--- src/sv/tfd_pkg.sv ---
// tfd_pkg: shared constants, types and helpers for the tracker frame deframer.
// No dependencies; imported by tfd_pose_ram, tracker_frame_deframer and tb_tracker_frame_deframer.
package tfd_pkg;

  // default geometry of a frame
  localparam int unsigned CHANNELS_DEF      = 5;
  localparam int unsigned AXES_DEF          = 6;
  localparam int unsigned PAYLOAD_BYTES_DEF = 196;

  // fixed field widths
  localparam int unsigned BYTE_W = 8;
  localparam int unsigned CH_W   = 3;
  localparam int unsigned AX_W   = 3;
  localparam int unsigned MODE_W = 3;
  localparam int unsigned POSE_W = 32;

  // framing bytes
  localparam logic [BYTE_W-1:0] HDR_FIRST   = 8'hA5;
  localparam logic [BYTE_W-1:0] HDR_SECOND  = 8'h5A;
  localparam logic [BYTE_W-1:0] TAIL_FIRST  = 8'hB6;
  localparam logic [BYTE_W-1:0] TAIL_SECOND = 8'h6B;
  localparam int unsigned       ID_LEN      = 4;

  // pose layout inside the payload: channel c starts at POSE_BASE + STRIDE*c
  localparam int unsigned POSE_BASE   = 38;
  localparam int unsigned STRIDE      = 26;
  localparam int unsigned SUB_W       = 5;
  localparam int unsigned WORD_BYTES  = 4;
  localparam int unsigned ASM_W       = (WORD_BYTES - 1) * BYTE_W;

  // channel_mode code that selects every channel
  localparam logic [MODE_W-1:0] MODE_ALL = 3'd5;

  typedef enum logic [2:0] {
    S_HUNT,
    S_HDR2,
    S_ID,
    S_PAYLOAD,
    S_EMIT
  } parse_state_e;

  // expected ID byte at each position
  function automatic logic [BYTE_W-1:0] id_byte(input logic [1:0] idx);
    logic [BYTE_W-1:0] b;
    unique case (idx)
      2'd0:    b = 8'h02;
      2'd1:    b = 8'h02;
      2'd2:    b = 8'h00;
      default: b = 8'hC0;
    endcase
    return b;
  endfunction

endpackage

--- src/sv/tfd_pose_ram.sv ---
// tfd_pose_ram: pose word store, one write port and one registered read port.
// Depends on tfd_pkg for the word width and the default depth.
module tfd_pose_ram
  import tfd_pkg::*;
#(
  parameter int unsigned DEPTH = CHANNELS_DEF * AXES_DEF,
  parameter int unsigned AW    = (DEPTH > 1) ? $clog2(DEPTH) : 1
) (
  input  logic              clk_i,
  input  logic              we_i,
  input  logic [AW-1:0]     waddr_i,
  input  logic [POSE_W-1:0] wdata_i,
  input  logic              re_i,
  input  logic [AW-1:0]     raddr_i,
  output logic [POSE_W-1:0] rdata_o
);

  logic [POSE_W-1:0] mem_q [DEPTH];
  logic [POSE_W-1:0] rdata_q;

  always_ff @(posedge clk_i) begin
    if (we_i) begin
      mem_q[waddr_i] <= wdata_i;
    end
  end

  always_ff @(posedge clk_i) begin
    if (re_i) begin
      rdata_q <= mem_q[raddr_i];
    end
  end

  assign rdata_o = rdata_q;

endmodule

--- src/sv/tracker_frame_deframer.sv ---
// tracker_frame_deframer: top level of the position-tracker frame deframer.
// Depends on tfd_pkg and tfd_pose_ram.
//
// Usage:
//   Input channel (in_valid_i / in_ready_o / rx_byte_i) takes one received
//   byte per request. The parser hunts for A5 5A, checks the ID bytes
//   02 02 00 C0, then counts PAYLOAD_BYTES payload bytes and writes the pose
//   words into a CHANNELS*AXES word RAM as their fourth byte arrives.
//   Output channel (out_valid_o / out_ready_i) carries one pose word per
//   request with its channel, axis and a last_of_run flag.
//   Throughput: one byte per cycle while parsing. After a good tail with a
//   channel selected, the input stalls for the readout, one RAM read per
//   cycle while the receiver takes words: AXES words for one channel,
//   CHANNELS*AXES for all. The first word shows once the readout state and
//   then the RAM read register are loaded; the last word waits in the
//   output register while input bytes are already taken again.
//   A bad header, ID or tail produces nothing and hunting resumes.
//   cfg_we_i / cfg_wdata_i load channel_mode (0..4 one channel, 5 all).
//   Reset: parser hunting, channel_mode 0, output empty. The RAM is not
//   cleared; every word read out was written by the same frame.
module tracker_frame_deframer
  import tfd_pkg::*;
#(
  parameter int unsigned CHANNELS      = CHANNELS_DEF,
  parameter int unsigned AXES          = AXES_DEF,
  parameter int unsigned PAYLOAD_BYTES = PAYLOAD_BYTES_DEF
) (
  input  logic                     clk_i,
  input  logic                     rst_ni,
  input  logic                     cfg_we_i,
  input  logic [MODE_W-1:0]        cfg_wdata_i,
  input  logic                     in_valid_i,
  output logic                     in_ready_o,
  input  logic [BYTE_W-1:0]        rx_byte_i,
  output logic                     out_valid_o,
  input  logic                     out_ready_i,
  output logic [CH_W-1:0]          channel_o,
  output logic [AX_W-1:0]          axis_o,
  output logic signed [POSE_W-1:0] pose_value_o,
  output logic                     last_of_run_o
);

  localparam int unsigned DEPTH     = CHANNELS * AXES;
  localparam int unsigned AW        = (DEPTH > 1) ? $clog2(DEPTH) : 1;
  localparam int unsigned CW        = $clog2(PAYLOAD_BYTES);
  localparam int unsigned WORD_SPAN = WORD_BYTES * AXES;

  parse_state_e state_q, state_d;

  logic [CW-1:0]     byte_cnt_q;
  logic [1:0]        id_cnt_q;
  logic              id_bad_q;
  logic              tail_seen_q;
  logic [SUB_W-1:0]  sub_q;
  logic [CH_W-1:0]   pch_q;
  logic [AW-1:0]     wa_q;
  logic [ASM_W-1:0]  asm_q;
  logic [MODE_W-1:0] mode_q;
  logic [AW-1:0]     rd_addr_q;
  logic [CH_W-1:0]   rd_ch_q;
  logic [AX_W-1:0]   rd_ax_q;
  logic [CH_W-1:0]   last_ch_q;
  logic              out_valid_q;
  logic [CH_W-1:0]   out_ch_q;
  logic [AX_W-1:0]   out_ax_q;
  logic              out_last_q;

  logic              in_fire;
  logic              id_last, id_miss;
  logic              pay_last, tail_ok;
  logic              mode_all, mode_one, emit_any;
  logic [CH_W-1:0]   first_ch, last_ch;
  logic              pose_on, in_word;
  logic [1:0]        lane;
  logic              ram_we;
  logic [POSE_W-1:0] ram_wdata, ram_rdata;
  logic              rd_issue, rd_last;

  assign in_ready_o = (state_q != S_EMIT);
  assign in_fire    = in_valid_i && in_ready_o;

  assign id_last  = (id_cnt_q == 2'(ID_LEN - 1));
  assign id_miss  = (rx_byte_i != id_byte(id_cnt_q));
  assign pay_last = (byte_cnt_q == CW'(PAYLOAD_BYTES - 1));
  assign tail_ok  = tail_seen_q && (rx_byte_i == TAIL_SECOND);

  assign mode_all = (mode_q == MODE_ALL);
  assign mode_one = (mode_q < CH_W'(CHANNELS));
  assign emit_any = mode_all || mode_one;
  assign first_ch = mode_all ? '0 : mode_q;
  assign last_ch  = mode_all ? CH_W'(CHANNELS - 1) : mode_q;

  // pose region walk: sub_q is the offset inside the current channel stride
  assign pose_on   = (byte_cnt_q >= CW'(POSE_BASE)) && (pch_q < CH_W'(CHANNELS));
  assign in_word   = (sub_q < SUB_W'(WORD_SPAN));
  assign lane      = sub_q[1:0];
  assign ram_we    = in_fire && (state_q == S_PAYLOAD) && pose_on && in_word && (lane == 2'd3);
  assign ram_wdata = {rx_byte_i, asm_q};

  assign rd_issue = (state_q == S_EMIT) && (!out_valid_q || out_ready_i);
  assign rd_last  = (rd_ch_q == last_ch_q) && (rd_ax_q == AX_W'(AXES - 1));

  // next state
  always_comb begin
    state_d = state_q;
    unique case (state_q)
      S_HUNT: begin
        if (in_fire && rx_byte_i == HDR_FIRST) state_d = S_HDR2;
      end
      S_HDR2: begin
        if (in_fire) state_d = (rx_byte_i == HDR_SECOND) ? S_ID : S_HUNT;
      end
      S_ID: begin
        if (in_fire && id_last) state_d = (id_bad_q || id_miss) ? S_HUNT : S_PAYLOAD;
      end
      S_PAYLOAD: begin
        if (in_fire && pay_last) state_d = (tail_ok && emit_any) ? S_EMIT : S_HUNT;
      end
      S_EMIT: begin
        if (rd_issue && rd_last) state_d = S_HUNT;
      end
      default: state_d = S_HUNT;
    endcase
  end

  always_ff @(posedge clk_i or negedge rst_ni) begin
    if (!rst_ni) begin
      state_q <= S_HUNT;
    end else begin
      state_q <= state_d;
    end
  end

  // control counters
  always_ff @(posedge clk_i or negedge rst_ni) begin
    if (!rst_ni) begin
      byte_cnt_q  <= '0;
      id_cnt_q    <= '0;
      id_bad_q    <= 1'b0;
      tail_seen_q <= 1'b0;
      sub_q       <= '0;
      pch_q       <= '0;
      wa_q        <= '0;
      mode_q      <= '0;
      rd_addr_q   <= '0;
      rd_ch_q     <= '0;
      rd_ax_q     <= '0;
      last_ch_q   <= '0;
      out_valid_q <= 1'b0;
    end else begin
      if (cfg_we_i) begin
        mode_q <= cfg_wdata_i;
      end
      if (in_fire) begin
        unique case (state_q)
          S_HDR2: begin
            if (rx_byte_i == HDR_SECOND) begin
              id_cnt_q <= '0;
              id_bad_q <= 1'b0;
            end
          end
          S_ID: begin
            id_bad_q <= id_bad_q || id_miss;
            id_cnt_q <= id_cnt_q + 2'd1;
            if (id_last) begin
              byte_cnt_q  <= '0;
              tail_seen_q <= 1'b0;
              sub_q       <= '0;
              pch_q       <= '0;
              wa_q        <= '0;
            end
          end
          S_PAYLOAD: begin
            if (byte_cnt_q == CW'(PAYLOAD_BYTES - 2)) begin
              tail_seen_q <= (rx_byte_i == TAIL_FIRST);
            end
            if (pay_last) begin
              byte_cnt_q  <= '0;
              tail_seen_q <= 1'b0;
              rd_addr_q   <= AW'(first_ch * AXES);
              rd_ch_q     <= first_ch;
              rd_ax_q     <= '0;
              last_ch_q   <= last_ch;
            end else begin
              byte_cnt_q <= byte_cnt_q + CW'(1);
            end
            if (pose_on) begin
              if (sub_q == SUB_W'(STRIDE - 1)) begin
                sub_q <= '0;
                pch_q <= pch_q + CH_W'(1);
              end else begin
                sub_q <= sub_q + SUB_W'(1);
              end
            end
            if (ram_we) begin
              wa_q <= wa_q + AW'(1);
            end
          end
          default: ;
        endcase
      end
      if (rd_issue) begin
        rd_addr_q <= rd_addr_q + AW'(1);
        if (rd_ax_q == AX_W'(AXES - 1)) begin
          rd_ax_q <= '0;
          rd_ch_q <= rd_ch_q + CH_W'(1);
        end else begin
          rd_ax_q <= rd_ax_q + AX_W'(1);
        end
      end
      if (rd_issue) begin
        out_valid_q <= 1'b1;
      end else if (out_ready_i) begin
        out_valid_q <= 1'b0;
      end
    end
  end

  // byte assembly and output tags
  always_ff @(posedge clk_i) begin
    if (in_fire && state_q == S_PAYLOAD && pose_on && in_word && lane != 2'd3) begin
      asm_q <= {rx_byte_i, asm_q[ASM_W-1:BYTE_W]};
    end
    if (rd_issue) begin
      out_ch_q   <= rd_ch_q;
      out_ax_q   <= rd_ax_q;
      out_last_q <= rd_last;
    end
  end

  tfd_pose_ram #(
    .DEPTH (DEPTH),
    .AW    (AW)
  ) u_pose_ram (
    .clk_i   (clk_i),
    .we_i    (ram_we),
    .waddr_i (wa_q),
    .wdata_i (ram_wdata),
    .re_i    (rd_issue),
    .raddr_i (rd_addr_q),
    .rdata_o (ram_rdata)
  );

  assign out_valid_o   = out_valid_q;
  assign channel_o     = out_ch_q;
  assign axis_o        = out_ax_q;
  assign pose_value_o  = ram_rdata;
  assign last_of_run_o = out_last_q;

  a_rd_ch_bound: assert property (@(posedge clk_i) disable iff (!rst_ni)
    (state_q == S_EMIT) |-> (rd_ch_q <= last_ch_q))
    else $error("readout channel ran past the last selected channel");

  a_last_ch_valid: assert property (@(posedge clk_i) disable iff (!rst_ni)
    (state_q == S_EMIT) |-> (last_ch_q < CH_W'(CHANNELS)))
    else $error("readout range beyond the configured channels");

  a_emit_ends: assert property (@(posedge clk_i) disable iff (!rst_ni)
    (rd_issue && rd_last) |=> (state_q == S_HUNT))
    else $error("readout did not return to hunting after the last word");

  a_emit_start: assert property (@(posedge clk_i) disable iff (!rst_ni)
    (state_q != S_EMIT) ##1 (state_q == S_EMIT) |-> (rd_ax_q == '0))
    else $error("readout did not start at the first axis");

endmodule

--- config.mk ---
export PLATFORM = sky130hd
export DESIGN_NAME = tracker_frame_deframer
export DESIGN_NICKNAME = d
export VERILOG_FILES = /design/src/sv/tfd_pkg.sv /design/src/sv/tfd_pose_ram.sv /design/src/sv/tracker_frame_deframer.sv
export SDC_FILE = /design/constraint.sdc
export NUM_CORES = 1
export LEC_CHECK = 0
export ABC_AREA = 1
export CAP_MARGIN = 20
export CORE_MARGIN = 8
export CORE_UTILIZATION = 35
export CTS_BUF_LIST = sky130_fd_sc_hd__clkbuf_8
export CTS_CLUSTER_DIAMETER = 100
export DETAILED_ROUTE_END_ITERATION = 7
export DONT_BUFFER_PORTS = 1
export GPL_TIMING_DRIVEN = 0
export PLACE_DENSITY_LB_ADDON = 0.15
export SYNTH_ARGS = -nofsm -noshare
export SYNTH_HDL_FRONTEND = slang
export SYNTH_SLANG_ARGS = --single-unit
export TNS_END_PERCENT = 20
--- constraint.sdc ---
create_clock -name clk_i -period 9.7 [get_ports clk_i]
set_input_delay 1.94 -clock clk_i [delete_from_list [all_inputs] [get_ports clk_i]]
set_output_delay 1.94 -clock clk_i [all_outputs]
set_load 0.02 [all_outputs]
==> results of run 1 <==
worst register-to-register path: stages (launching register included):
cell and delay, ps:
dfrtp_1 950, buf_4 390, clkbuf_1 840, o21ai_0 280, o22ai_1 220, nand2_1 80
nand2_1 90, nor2_1 100, nor2_1 370
registers in the layout, summed over array words and instances (netlist names), 2 cells and up:
name and count:
asm_q 24, axis_o 3, byte_cnt_q 8, channel_o 3
id_cnt_q 2, last_ch_q 3, mode_q 3, pch_q 3
rd_addr_q 5, rd_ax_q 3, rd_ch_q 3, state_q 3
sub_q 5, u_pose_ram.mem_q 960, u_pose_ram.rdata_o 32, wa_q 5
kinds of logic after synthesis:
group | after synthesis | synth area share
fa+ha+maj | 15 | 0.00439
flops | 1069 | 0.745
compound gates | 598 | 0.0739
xor+xnor | 7 | 0.00143
buf+inv | 259 | 0.0295
simple gates | 1565 | 0.145
Yosys cell counts, drive strengths merged, types with 8 or more instances:
master,number,area share
inv,61,0.0054
nor2,717,0.063
nand2,593,0.052
o21ai,470,0.055
o22ai,82,0.012
nand4,8,0.0012
clkbuf,86,0.0075
nor3,36,0.0042
a21oi,24,0.0028
o211ai,14,0.0025
ha,15,0.0044
edfxtp,1023,0.72
dfrtp,46,0.027
buf,108,0.016
nand3,202,0.024
where the power goes:
group,total (mW),switching (mW),internal (mW)
registers,5.06,0.0271,5.03
logic,0.550,0.399,0.151
clock network,3.81,1.91,1.90
final cells by class:
| type | instances | area [um^2] |
|---|---|---|
| diodes | 3 | 7.51 |
| plain buffers | 194 | 1020 |
| flip-flops and latches | 1069 | 31900 |
| well taps | 1625 | 2030 |
| clock buffers | 193 | 2660 |
| fillers | 11616 | 71200 |
| multi-input cells | 2185 | 9780 |
| clock inverters | 139 | 688 |
| repair buffers | 150 | 2060 |
| inverters | 65 | 244 |
worst paths after layout:
kind	slack (ps)	cells after the start	to	startpoint
max in group asynchronous	8830	0	byte_cnt_q[5]	rst_ni
worst max-delay path	5790	8	u_pose_ram.mem_q[6][13]	in_valid_i
worst min-delay path	500	2	tail_seen_q	tail_seen_q
worst max register to register	6100	8	u_pose_ram.rdata_o[26]	rd_addr_q[0]
min in group asynchronous	710	0	rd_ch_q[2]	rst_ni
worst min register to register	500	2	tail_seen_q	tail_seen_q
per-layer routing:
layer,up-vias,GRT usage
met4,0,0.0687
li1,13180,-
met1,14704,0.301
met2,1273,0.359
met3,222,0.0424
met5,-,0
==> summary.md, run 1 <==
| Metric | Value |
|---|---|
| Final Util | `0.414` |
| Global-route wire length before repair | `211 mm` |
| Final Hold Fails | `0` |
| Met3 wire length | `11.9 mm` |
| Status | `complete, no violations` |
| Commonest non-fill, non-tap cells in the layout | `edfxtp_1 (1023), nor2_1 (716), nand2_1 (593)` |
| Die footprint | `0.134 mm^2` |
| Highest routed metal layer | `met4` |
| Vias in the first global route | `28294` |
| Hpwl dp | `105 mm` |
| Core area | `0.122 mm^2` |
| Crit Path Category | `in -> reg` |
| Peak Freq | `256 MHz` |
| Startpoint types | `input port` |
| Worst-Skew Late Latency | `920 ps` |
| Layout cells sized above 1 | `0.127` |
| Rel. slew slack | `0.221` |
| DR iter-0 viols | `3193` |
| CP Buf/Inv Count | `4` |
| H-Tree Depth | `4` |
| CTS Hold Bufs | `0` |
| Distinct cells, synth | `35` |
| Die Ht | `366 um` |
| Post-synth EDFFs | `1023` |
| Syn-to-layout area delta | `17.8%` |
| Hold WC Path Type | `reg -> reg` |
| First-pass DRT Iterations | `6` |
| RSZ-0062 raised after global routing | `false` |
| PD cells | `187 mW/mm^2` |
| WP data arrival | `4490 ps` |
| Die X | `366 um` |
| Final #Nets | `3880` |
| WP data required | `10280 ps` |
| Site row count | `128` |
| Ports | `57` |
| CTS resizes | `0` |
| Top FF cell, synth | `edfxtp_1` |
| Setup bufs post-CTS | `0` |
| Area after DPL | `0.0469 mm^2` |
| Worst VDD drop | `139 uV` |
| Synthesized area | `0.0428 mm^2` |
| DR vias/cell | `5.22` |
| Initial core utilization | `0.352` |
| TritonCTS Buffers | `184` |
| Placer congestion estimate | `0.835` |
| Initial antenna violation count | `6` |
| Final Max Slew Viols | `0` |
| CP Cell Sequence | `nand4_1, nor2_1, nand4_1, clkbuf_1, nor3_2, buf_6, buf_4, buf_6` |
| Final WL | `150 mm` |
| Via count | `29379` |
| Worst-margin pin slew | `1160 ps` |
| Remaining Overflow, GRT | `0` |
| Avg Synthesized Cell Area | `12.2 um^2` |
| Total power | `9.42 mW` |
| CTS max path bufs | `3` |
| Leak | `17.7 nW` |
| Metal-1 WL | `63.5 mm` |
| Met2 wire length | `70.3 mm` |
| Worst-path clk slew | `60 ps` |
| Commonest non-fill, non-tap cell in the layout | `edfxtp_1` |
| Setup ws final | `5790 ps` |
| CTS tree | `built` |
| Syn Inst Count | `3513` |
| Worst path max stage delay | `750 ps` |
| Clk_skew | `68.2 ps` |
| Post-Layout Cell Count | `5623` |
| Critical path's slowest cell | `nor3_2` |
| Gr usage total | `0.221` |
| Largest net degree at the start of global routing | `49` |
| Final Cycle Share | `0.403` |
| Placed insts | `5285` |
| Cell family with most CP delay | `simple AND/OR/NAND/NOR gates` |
| Tmin final | `3910 ps` |
| Synth Net Count | `3544` |
| Maxcap violations | `0` |
| Final Setup Violations | `0` |
| I/O Buffers | `0` |
| Sum Neg Setup Slack | `0 ps` |
| Post-route cell area | `0.0504 mm^2` |
| Post-placement setup slack | `4890 ps` |
| Sink Count | `1069` |
| Routed len/inst | `26.6 um` |
| CP endpoint kind | `flop` |
| Sequential share of the synthesized area | `0.745` |
| Clk root buf | `clkbuf_8` |
| Residual DRC | `0` |
| Ys Warns | `0` |
| Hold slack | `502 ps` |
| Critical path peak fanout | `10` |
| Post-DRT Antenna Nets | `0` |
| Yosys reg bits | `1069` |
| Async S/R FF share, synth | `0.0430` |
Note: power is estimated with default switching activity, not from simulation.
==> run 2, diff against run 1 <==
--- a/config.mk
+++ b/config.mk
@@ -5,7 +5,7 @@
 export SDC_FILE = /design/constraint.sdc
 export NUM_CORES = 1
 export LEC_CHECK = 0
-export ABC_AREA = 1
+export ABC_AREA = 0
 export CAP_MARGIN = 20
 export CORE_MARGIN = 8
 export CORE_UTILIZATION = 35
==> constraint.sdc (replaced) <==
create_clock -name clk_i -period 3.8 [get_ports clk_i]
set_input_delay 0.76 -clock clk_i [delete_from_list [all_inputs] [get_ports clk_i]]
set_output_delay 0.76 -clock clk_i [all_outputs]
set_load 0.02 [all_outputs]
==> run 2 against run 1 <==
Compared with the run above:
- area after synthesis fell by 2.8%
- core utilization fell by 0.78 points
- via count fell by 29%
- cell count fell by 30%
- first-iteration DRC count fell by 45%
==> summary.md, run 2 <==
| Metric | Value |
|---|---|
| Final #Nets | `2290` |
| Hold slack | `97.1 ps` |
| Post-Synth Adder-Cell Area | `0.00452` |
| Synth Area in XOR/XNOR | `0.00148` |
| Post-synth top area cell | `edfxtp_1` |
| Async S/R FF share, synth | `0.0430` |
| Worst-Skew Late Latency | `840 ps` |
| TritonCTS Buffers | `176` |
| Top FF cell, synth | `edfxtp_1` |
| Worst-margin pin slew | `1110 ps` |
| Residual DRC | `0` |
| CTS tree | `built` |
| Largest net degree at the start of global routing | `47` |
| Die footprint | `0.130 mm^2` |
| Post-DRT Antenna Nets | `0` |
| Final Setup Violations | `0` |
| Tmin final | `3500 ps` |
| CTS Hold Bufs | `10` |
| Hpwl dp | `73.7 mm` |
| Worst-path clk slew | `60 ps` |
| I/O Buffers | `0` |
| Total power | `30.4 mW` |
| Setup ws final | `302 ps` |
| Layout cells sized above 1 | `0.247` |
| Top post-synthesis cells by area | `edfxtp_1 (74%), mux4_2 (11%), dfrtp_1 (2.8%)` |
| Vias in the first global route | `22187` |
| WP data required | `4310 ps` |
| Placed insts | `3603` |
| Rel. slew slack | `0.255` |
| H-Tree Depth | `4` |
| WP data arrival | `4010 ps` |
| Compound-Gate Fraction of Synth Area | `0.0392` |
| DR iter-0 viols | `1766` |
| Remaining Overflow, GRT | `0` |
| Ports | `57` |
| CTS resizes | `0` |
| PD cells | `635 mW/mm^2` |
| Status | `complete, no violations` |
| Area after DPL | `0.0444 mm^2` |
| Fill cells | `10521` |
| Max FFs per register | `960` |
| Crit Path Category | `reg -> reg` |
| Die X | `361 um` |
| Distinct cells, synth | `66` |
| Yosys reg bits | `1069` |
| Via count | `20836` |
| Post-placement setup slack | `-132 ps` |
| Site row count | `126` |
| Peak Freq | `286 MHz` |
| Core area | `0.118 mm^2` |
| RSZ-0062 raised after global routing | `false` |
| Syn-to-layout area delta | `15.4%` |
| Startpoint types | `flop` |
| Post-Layout Cell Count | `3937` |
| Reg with most FFs | `u_pose_ram.mem_q` |
| Leak | `15.5 nW` |
| Maxcap violations | `0` |
| CP endpoint kind | `flop` |
| Routed len/inst | `28.6 um` |
| Gr usage total | `0.172` |
| Top post-synthesis cells by count | `edfxtp_1 (1023), mux4_2 (201), mux2i_1 (105), nor2_1 (83), a211oi_1 (79)` |
| Critical path peak fanout | `17` |
| Initial core utilization | `0.352` |
| Hold WC Path Type | `in -> reg` |
| Setup bufs post-CTS | `0` |
| Yosys top cell area share | `0.739` |
| Synthesized area | `0.0415 mm^2` |
| Final Cycle Share | `0.921` |
| Clk root buf | `clkbuf_8` |
| Global-route wire length before repair | `161 mm` |
| Avg Synthesized Cell Area | `20.4 um^2` |
| Worst VDD drop | `462 uV` |
| Sequential share of the synthesized area | `0.767` |
| Commonest non-fill, non-tap cells in the layout | `edfxtp_1 (1023), mux4_2 (201), clkbuf_8 (181)` |
| First-pass DRT Iterations | `5` |
| Hold Crit Depth | `1` |
| Clk_skew | `49.6 ps` |
| Die Ht | `361 um` |
| Sink Count | `1069` |
| CTS max path bufs | `3` |
| Initial antenna violation count | `2` |
| Top-count cell post-synth | `edfxtp_1` |
| Largest family of logic cells by synthesized area | `multiplexers` |
| Ys Warns | `0` |
| Final Max Slew Viols | `0` |
| Synth Net Count | `2065` |
| Syn Inst Count | `2034` |
| Commonest non-fill, non-tap cell in the layout | `edfxtp_1` |
| DR vias/cell | `5.29` |
| Final Hold Fails | `0` |
| Mux contribution to synthesized area | `0.143` |
| Final WL | `113 mm` |
| Placer congestion estimate | `0.762` |
| Post-synthesis simple-gate area fraction | `0.0284` |
| R2R depth | `7` |
| Post-synth EDFFs | `1023` |
| Post-route cell area | `0.0479 mm^2` |
| R2R Setup Slk | `300 ps` |
==> run 2: worst paths after layout <==
| path | startpoint | to |
|---|---|---|
| setup / recovery | state_q[1] | u_pose_ram.mem_q[24][12] |
| hold reg to reg | last_ch_q[2] | last_ch_q[2] |
| setup reg to reg | state_q[1] | u_pose_ram.mem_q[24][12] |
| hold / removal | cfg_wdata_i[0] | mode_q[0] |
| max in group asynchronous | rst_ni | rd_ax_q[0] |
| min in group asynchronous | rst_ni | state_q[0] |
==> run 2: cell type report <==
type	count	area, um^2	share of cell area
Sequential cell	1069	31900	0.665
Multi-Input combinational cell	846	9210	0.192
Clock buffer	181	2490	0.0520
Tap cell	1536	1920	0.0401
Timing Repair Buffer	47	957	0.0200
Clock inverter	138	796	0.0166
Buffer	107	633	0.0132
Inverter	12	57.6	0.00120
Antenna cell	1	2.50	0.0000522
==> run 2: routing by layer <==
| metal | global-route usage | routed length [um] | vias up |
|---|---|---|---|
| li1 | - | - | 8867 |
| met1 | 0.229 | 49200 | 11170 |
| met2 | 0.286 | 55200 | 615 |
| met3 | 0.0318 | 5270 | 182 |
| met4 | 0.0529 | 2900 | 2 |
| met5 | 0 | 13 | - |
==> run 2: report_power, final <==
part | switching, mW | internal [mW]
clock | 4.64 | 4.86
sequential | 0.172 | 13.0
combinational | 4.58 | 3.16
==> run 2: cell families (layout without fill, tap and decap cells) <==
| kind of cell | Yosys count | count (layout) |
|---|---|---|
| DFF | 1069 | 1069 |
| other | 0 | 1 |
| adders and majority gates | 15 | 15 |
| AOI/OAI and AO/OA | 258 | 258 |
| and+or+nand+nor | 229 | 229 |
| xor gates and xnor gates | 7 | 7 |
| muxes | 337 | 337 |
| buffers and inverters | 119 | 485 |
==> run 2: stage by stage <==
| step | TNS (ps) | util |
|---|---|---|
| floorplan | 0 | - |
| global placement | -2103920 | 0.369 |
| detailed placement | -9640 | 0.376 |
| CTS | 0 | 0.406 |
| global route | 0 | 0.407 |
| finish | 0 | 0.407 |
==> run 2: critical path: stages, from the launching register on <==
cell and delay (ps):
dfrtp_1 350, buf_2 200, nand4b_1 310, a21oi_1 370, and3_1 290, nand2_1 460
nor2_4 880, buf_12 280
